==> config.mk <==
export PLATFORM = sky130hd
export DESIGN_NAME = vfm_cell
export DESIGN_NICKNAME = d
export VERILOG_FILES = /design/src/rtl/core/vfm_pkg.sv /design/src/rtl/core/vfm_cell.sv
export SDC_FILE = /design/constraint.sdc
export NUM_CORES = 2
export LEC_CHECK = 0
export ABC_AREA = 1
export BUFFER_PORTS_ARGS = -buffer_cell sky130_fd_sc_hd__buf_2
export CORE_AREA = 10 10 404 406
export DETAILED_ROUTE_END_ITERATION = 10
export DIE_AREA = 0 0 414 416
export GPL_TIMING_DRIVEN = 0
export HOLD_SLACK_MARGIN = 0.05
export MAX_ROUTING_LAYER = met4
export PLACE_DENSITY = 0.51
export SKIP_LAST_GASP = 1
export SLEW_MARGIN = 20
export SYNTH_ARGS = -nofsm -noshare
export SYNTH_HDL_FRONTEND = slang
export SYNTH_SLANG_ARGS = --single-unit
==> constraint.sdc <==
create_clock -name clock -period 7.7 [get_ports clock]
set_clock_uncertainty 0.05 [all_clocks]
set_input_delay 0.385 -clock clock [delete_from_list [all_inputs] [get_ports clock]]
set_output_delay 0.385 -clock clock [all_outputs]
set_load 0.05 [all_outputs]
==> src/rtl/core/vfm_pkg.sv <==
// Shared constants for the two-dimensional viewing matrix block.
// Used by vfm_cell, view_frame_matrix_2d, vfm_checker and the testbench; depends on nothing.
package vfm_pkg;

   // Unit vector components are Q1.14.
   localparam int FRAC_BITS = 14;
   // Bits of the unit magnitude search (magnitude never exceeds 2^14).
   localparam int Q_BITS = 15;
   // Saturation limit of the translation terms.
   localparam int T_LIMIT = 46341;
   // Rotation and translation field widths.
   localparam int ROT_W = 16;
   localparam int TRN_W = 17;

endpackage

==> src/rtl/core/vfm_cell.sv <==
// One bit step of the unit magnitude search, for both components at once.
// Depends on vfm_pkg; chained Q_BITS times inside view_frame_matrix_2d.
module vfm_cell
   import vfm_pkg::*;
#(
   parameter int PW  = 66,
   parameter int SW  = 35,
   parameter int BIT = 0
) (
   input  logic                 clock,
   input  logic                 reset,
   input  logic                 en,
   input  logic                 in_valid,
   input  logic signed [PW-1:0] in_s,
   input  logic signed [PW-1:0] in_rx,
   input  logic signed [PW-1:0] in_ry,
   input  logic signed [PW-1:0] in_px,
   input  logic signed [PW-1:0] in_py,
   input  logic signed [PW-1:0] in_qx,
   input  logic signed [PW-1:0] in_qy,
   input  logic [Q_BITS-1:0]    in_mx,
   input  logic [Q_BITS-1:0]    in_my,
   input  logic [SW-1:0]        in_side,
   output logic                 out_valid,
   output logic signed [PW-1:0] out_s,
   output logic signed [PW-1:0] out_rx,
   output logic signed [PW-1:0] out_ry,
   output logic signed [PW-1:0] out_px,
   output logic signed [PW-1:0] out_py,
   output logic signed [PW-1:0] out_qx,
   output logic signed [PW-1:0] out_qy,
   output logic [Q_BITS-1:0]    out_mx,
   output logic [Q_BITS-1:0]    out_my,
   output logic [SW-1:0]        out_side
);

   // P holds (2m-1)^2*s and Q holds (2m-1)*s for the bits settled so far;
   // trying bit k adds 2^(k+2)*Q + 2^(2k+2)*s to P.
   logic signed [PW-1:0] step_s, cand_x, cand_y;
   logic signed [PW-1:0] qinc;
   logic                 ok_x, ok_y;
   logic                 valid_ff;
   logic signed [PW-1:0] s_ff, rx_ff, ry_ff, px_ff, py_ff, qx_ff, qy_ff;
   logic [Q_BITS-1:0]    mx_ff, my_ff;
   logic [SW-1:0]        side_ff;
   logic [Q_BITS-1:0]    bit_mask;

   assign bit_mask = Q_BITS'(1) << BIT;
   assign step_s   = in_s <<< (2 * BIT + 2);
   assign qinc     = in_s <<< (BIT + 1);
   assign cand_x   = in_px + (in_qx <<< (BIT + 2)) + step_s;
   assign cand_y   = in_py + (in_qy <<< (BIT + 2)) + step_s;
   assign ok_x     = cand_x <= in_rx;
   assign ok_y     = cand_y <= in_ry;

   always_ff @(posedge clock) begin
      if (reset) begin
         valid_ff <= 1'b0;
      end else if (en) begin
         valid_ff <= in_valid;
      end
   end

   always_ff @(posedge clock) begin
      if (en) begin
         s_ff    <= in_s;
         rx_ff   <= in_rx;
         ry_ff   <= in_ry;
         px_ff   <= ok_x ? cand_x : in_px;
         py_ff   <= ok_y ? cand_y : in_py;
         qx_ff   <= ok_x ? in_qx + qinc : in_qx;
         qy_ff   <= ok_y ? in_qy + qinc : in_qy;
         mx_ff   <= ok_x ? (in_mx | bit_mask) : in_mx;
         my_ff   <= ok_y ? (in_my | bit_mask) : in_my;
         side_ff <= in_side;
      end
   end

   assign out_valid = valid_ff;
   assign out_s     = s_ff;
   assign out_rx    = rx_ff;
   assign out_ry    = ry_ff;
   assign out_px    = px_ff;
   assign out_py    = py_ff;
   assign out_qx    = qx_ff;
   assign out_qy    = qy_ff;
   assign out_mx    = mx_ff;
   assign out_my    = my_ff;
   assign out_side  = side_ff;

endmodule

==> flow_metrics.tcl <==
set metrics [dict create \
    run_status "finished clean" \
    mostFrequentLayoutCell "sky130_fd_sc_hd__nand2_1" \
    syn_nets 7486 \
    synth_flop_cell "sky130_fd_sc_hd__edfxtp_1" \
    dr.first_iter.drc_count 3686 \
    cts_root_buffer "sky130_fd_sc_hd__clkbuf_16" \
    power_leakage_nw 30.4 \
    cts_buffers 68 \
    dominant_combinational_cell_family_by_area_after_synthesis "simple AND/OR/NAND/NOR gates" \
    cp_top_delay_family "simple AND/OR/NAND/NOR gates" \
    critPathRequiredTime_ns 8.18 \
    synth_compound_gate_area_share 0.0753 \
    syn_area_per_cell_sq_um 7.27 \
    critical_path_class "in2reg" \
    placementRows 145 \
    rsz0062_at_grt "false" \
    clock_tree_from_tritoncts "yes" \
    initial_utilization 0.302 \
    critical-path-slowest-cell "sky130_fd_sc_hd__dlygate4sd3_1" \
    layout_worst_path_cycle_share 0.957 \
    setup_slack_of_the_worst_register_to_register_path_ns 6.52 \
    critical_path.endpoint_type "flop" \
    worst_slew_pin_slew_ns 0.973 \
    ys_types 34 \
    antenna_left 0 \
    final_hold_viol_count 0 \
    r2r_start "out_valid$_SDFFE_PP0P_" \
    synth_xor_xnor_area_share 0.0301 \
    clock_tree.htree_level_count 3 \
    vias_per_cell 4.99 \
    num_io_pins 1059 \
    yosys-top-cells-area "sky130_fd_sc_hd__edfxtp_1 (34%), sky130_fd_sc_hd__nand2_1 (18%), sky130_fd_sc_hd__ha_1 (10%)" \
    grt_pass1_wl_mm 369 \
    area_delta_synth_final_pct 29.6 \
    minimum_clock_period_ns 7.37 \
    hold_path.class "in2reg" \
    async_reset_ff_frac 0 \
    finalSetupViolCount 0 \
    synthesis.instances 6441 \
    worst_ep_arrival_time_ns 7.84 \
    cp_num_buf_inv 6 \
    number_of_enable_flip_flop_cells_after_synthesis 527 \
    synth_simple_gate_area_share 0.307 \
    drtPass1Iterations 6 \
    place.detailed.instances 9562 \
    core_region_area_sq_um 155000 \
    critPathLaunchType "input port" \
    crit_path_frequent_cell "sky130_fd_sc_hd__nand2_1" \
    clock_latency_ns 0.67 \
    slew_viol_final 0 \
    final.hold.worst_slack_ns 0.0766 \
    mappedNetlistArea_sq_um 46800 \
    synth_top_area_cell "sky130_fd_sc_hd__edfxtp_1" \
    instances_no_fill 10049 \
    critPathMaxFanout 10 \
    post_route_cells_drive_above_1_share 0.156 \
    die_height_um 416 \
    grt_overflow 0 \
    critical-path-max-stage-delay_ns 0.53 \
    irDropWorstVdd_mv 0.190 \
    synth_adder_area_share 0.158 \
    clk_pin_slew_worst_paths_ns 0.06 \
    dieArea_sq_um 172000 \
    place.detailed.hpwl_mm 230 \
    timing.max_cap.violations 0 \
    fillerInstances 16623 \
    postRouteWirelength_mm 266 \
    port_buffers 1058 \
    timing.critical_path.to "out_py[63]$_DFFE_PP_" \
    worst_r2r_endpoint "out_valid$_SDFFE_PP0P_" \
    antenna_found_initial 26 \
    grt_util_all_layers 0.305 \
    place_congestion 1.03 \
    die_outline_width_um 414 \
    leading_cell_types_in_the_layout_fill_and_taps_excluded "sky130_fd_sc_hd__nand2_1 (2265), sky130_fd_sc_hd__buf_2 (1103), sky130_fd_sc_hd__inv_1 (974)" \
    dr_total_vias 50146 \
    synth_seq_cells 528 \
    avgRoutedWirePerCell_um 26.5 \
    yosysSeqAreaShare 0.338 \
    grt_pass1_vias 51307 \
    worst-path-stages 34 \
    synthMuxAreaShare 0.000214 \
    drt_drc_violations_left 0 \
    fin_nets 8971 \
    netlist.area_leader.share 0.338 \
    number_of_buffers_on_the_longest_clock_path 3 \
    synth.yosys.warnings 0 \
    numClockSinks 528 \
    fmax_ghz 0.136 \
    power_density_nw_per_um2 300 \
    slew_headroom 0.351 \
    ff2ff_path_depth 3 \
    largest_net_degree_at_the_start_of_global_routing 99 \
    timing.critical_path.from "in_s[0]" \
    cts_setup_buffers 0 \
]
==> tightest hold or removal path, cell delays in order <==
cell and delay (ns):
sky130_fd_sc_hd__buf_2 0.15, sky130_fd_sc_hd__nand4_1 0.10, sky130_fd_sc_hd__nand2_1 0.08
==> routing by layer <==
| layer | track usage | part of all wire | up-vias |
|---|---|---|---|
| met5 | - | 0 | - |
| met4 | 0.124 | 0.049 | 0 |
| met3 | 0.0393 | 0.047 | 405 |
| met2 | 0.547 | 0.51 | 1698 |
| met1 | 0.342 | 0.40 | 24025 |
| li1 | - | - | 24018 |
==> worst min path at each step <==
stage / start / slack (ns) / endpoint / cells past startpoint
floorplan: reset / 0.41 / out_valid$_SDFFE_PP0P_ / 1
global placement: out_valid$_SDFFE_PP0P_ / 0.42 / out_valid$_SDFFE_PP0P_ / 2
detailed placement: out_valid$_SDFFE_PP0P_ / 0.45 / out_valid$_SDFFE_PP0P_ / 2
CTS: in_qx[26] / 0.05 / out_qx[26]$_DFFE_PP_ / 3
global route: in_s[8] / 0.06 / out_s[8]$_DFFE_PP_ / 1
finish: in_py[60] / 0.08 / out_py[60]$_DFFE_PP_ / 3
==> power breakdown <==
part	internal, mW	total, mW	switching, mW	leakage [nW]
clock network	1.93	3.35	1.42	1.10
logic	2.61	10.5	7.89	24.2
registers	4.15	4.37	0.216	5.16
==> flip-flops by register name, indices dropped and copies added, names as in the netlist <==
register   cells
out_side      35
out_my        15
out_s         66
out_valid      1
out_mx        15
out_rx        66
out_ry        66
out_px        66
out_py        66
out_qx        66
out_qy        66
==> kinds of logic (layout without fill, tap and decap cells) <==
family | count (synthesis) | in the layout
mux | 1 | 1
fa+ha+maj | 514 | 514
xor+xnor | 161 | 161
compound gates | 665 | 665
simple gates | 3486 | 3486
flops | 528 | 528
buf+inv | 1086 | 2626
other cells | 0 | 10
==> cell usage after synthesis (2+ instances only) <==
library cell	number
sky130_fd_sc_hd__nor2_2	2
sky130_fd_sc_hd__a21boi_0	4
sky130_fd_sc_hd__nor4_1	6
sky130_fd_sc_hd__edfxtp_1	527
sky130_fd_sc_hd__xor2_1	150
sky130_fd_sc_hd__o21a_1	15
sky130_fd_sc_hd__o21bai_1	44
sky130_fd_sc_hd__nand2_1	2265
sky130_fd_sc_hd__nor2_1	571
sky130_fd_sc_hd__ha_1	384
sky130_fd_sc_hd__a21o_1	15
sky130_fd_sc_hd__nor3_1	57
sky130_fd_sc_hd__nand3_1	258
sky130_fd_sc_hd__fa_1	130
sky130_fd_sc_hd__nand3b_1	20
sky130_fd_sc_hd__and2_1	3
sky130_fd_sc_hd__buf_4	14
sky130_fd_sc_hd__nand4_1	296
sky130_fd_sc_hd__buf_2	48
sky130_fd_sc_hd__o21ai_0	193
sky130_fd_sc_hd__xnor2_1	11
sky130_fd_sc_hd__buf_6	12
sky130_fd_sc_hd__clkbuf_1	38
sky130_fd_sc_hd__inv_1	974
sky130_fd_sc_hd__a21oi_1	393
sky130_fd_sc_hd__nand3_2	3
==> final cells by class <==
cell class	instances	area, sq um	share of cell area
Multi-Input combinational cell	4827	26700	0.440
Sequential cell	528	15800	0.261
Timing Repair Buffer	1415	8970	0.148
Inverter	974	3660	0.0602
Tap cell	2058	2570	0.0424
Clock buffer	83	1760	0.0290
Buffer	112	634	0.0104
Clock inverter	42	539	0.00888
Antenna cell	10	25.0	0.000412
==> timing repair <==
item	CTS	global route
hold buffers	352	0
gates resized for setup	2	4
endpoints found under the hold margin	351	0
gates cloned	0	0
setup endpoints to repair	8	8
==> stage by stage <==
| stage | setup WS, ns | total power, mW | cell area [sq um] | TNS [ns] | utilization |
|---|---|---|---|---|---|
| after CTS | 0.0232 | 18.3 | 60700 | 0 | 0.391 |
| after global routing | 0.0701 | 19.2 | 60700 | 0 | 0.391 |
| after detailed placement | -0.872 | 14.7 | 54900 | -40.65 | 0.353 |
| after global placement | -2.53 | 14.7 | 54700 | -1296.10 | 0.352 |
| after floorplan | 3.07 | 11.0 | 46800 | 0 | - |
| final | 0.333 | 18.2 | 60700 | 0 | 0.391 |
Power figures use the tool's default switching activity.
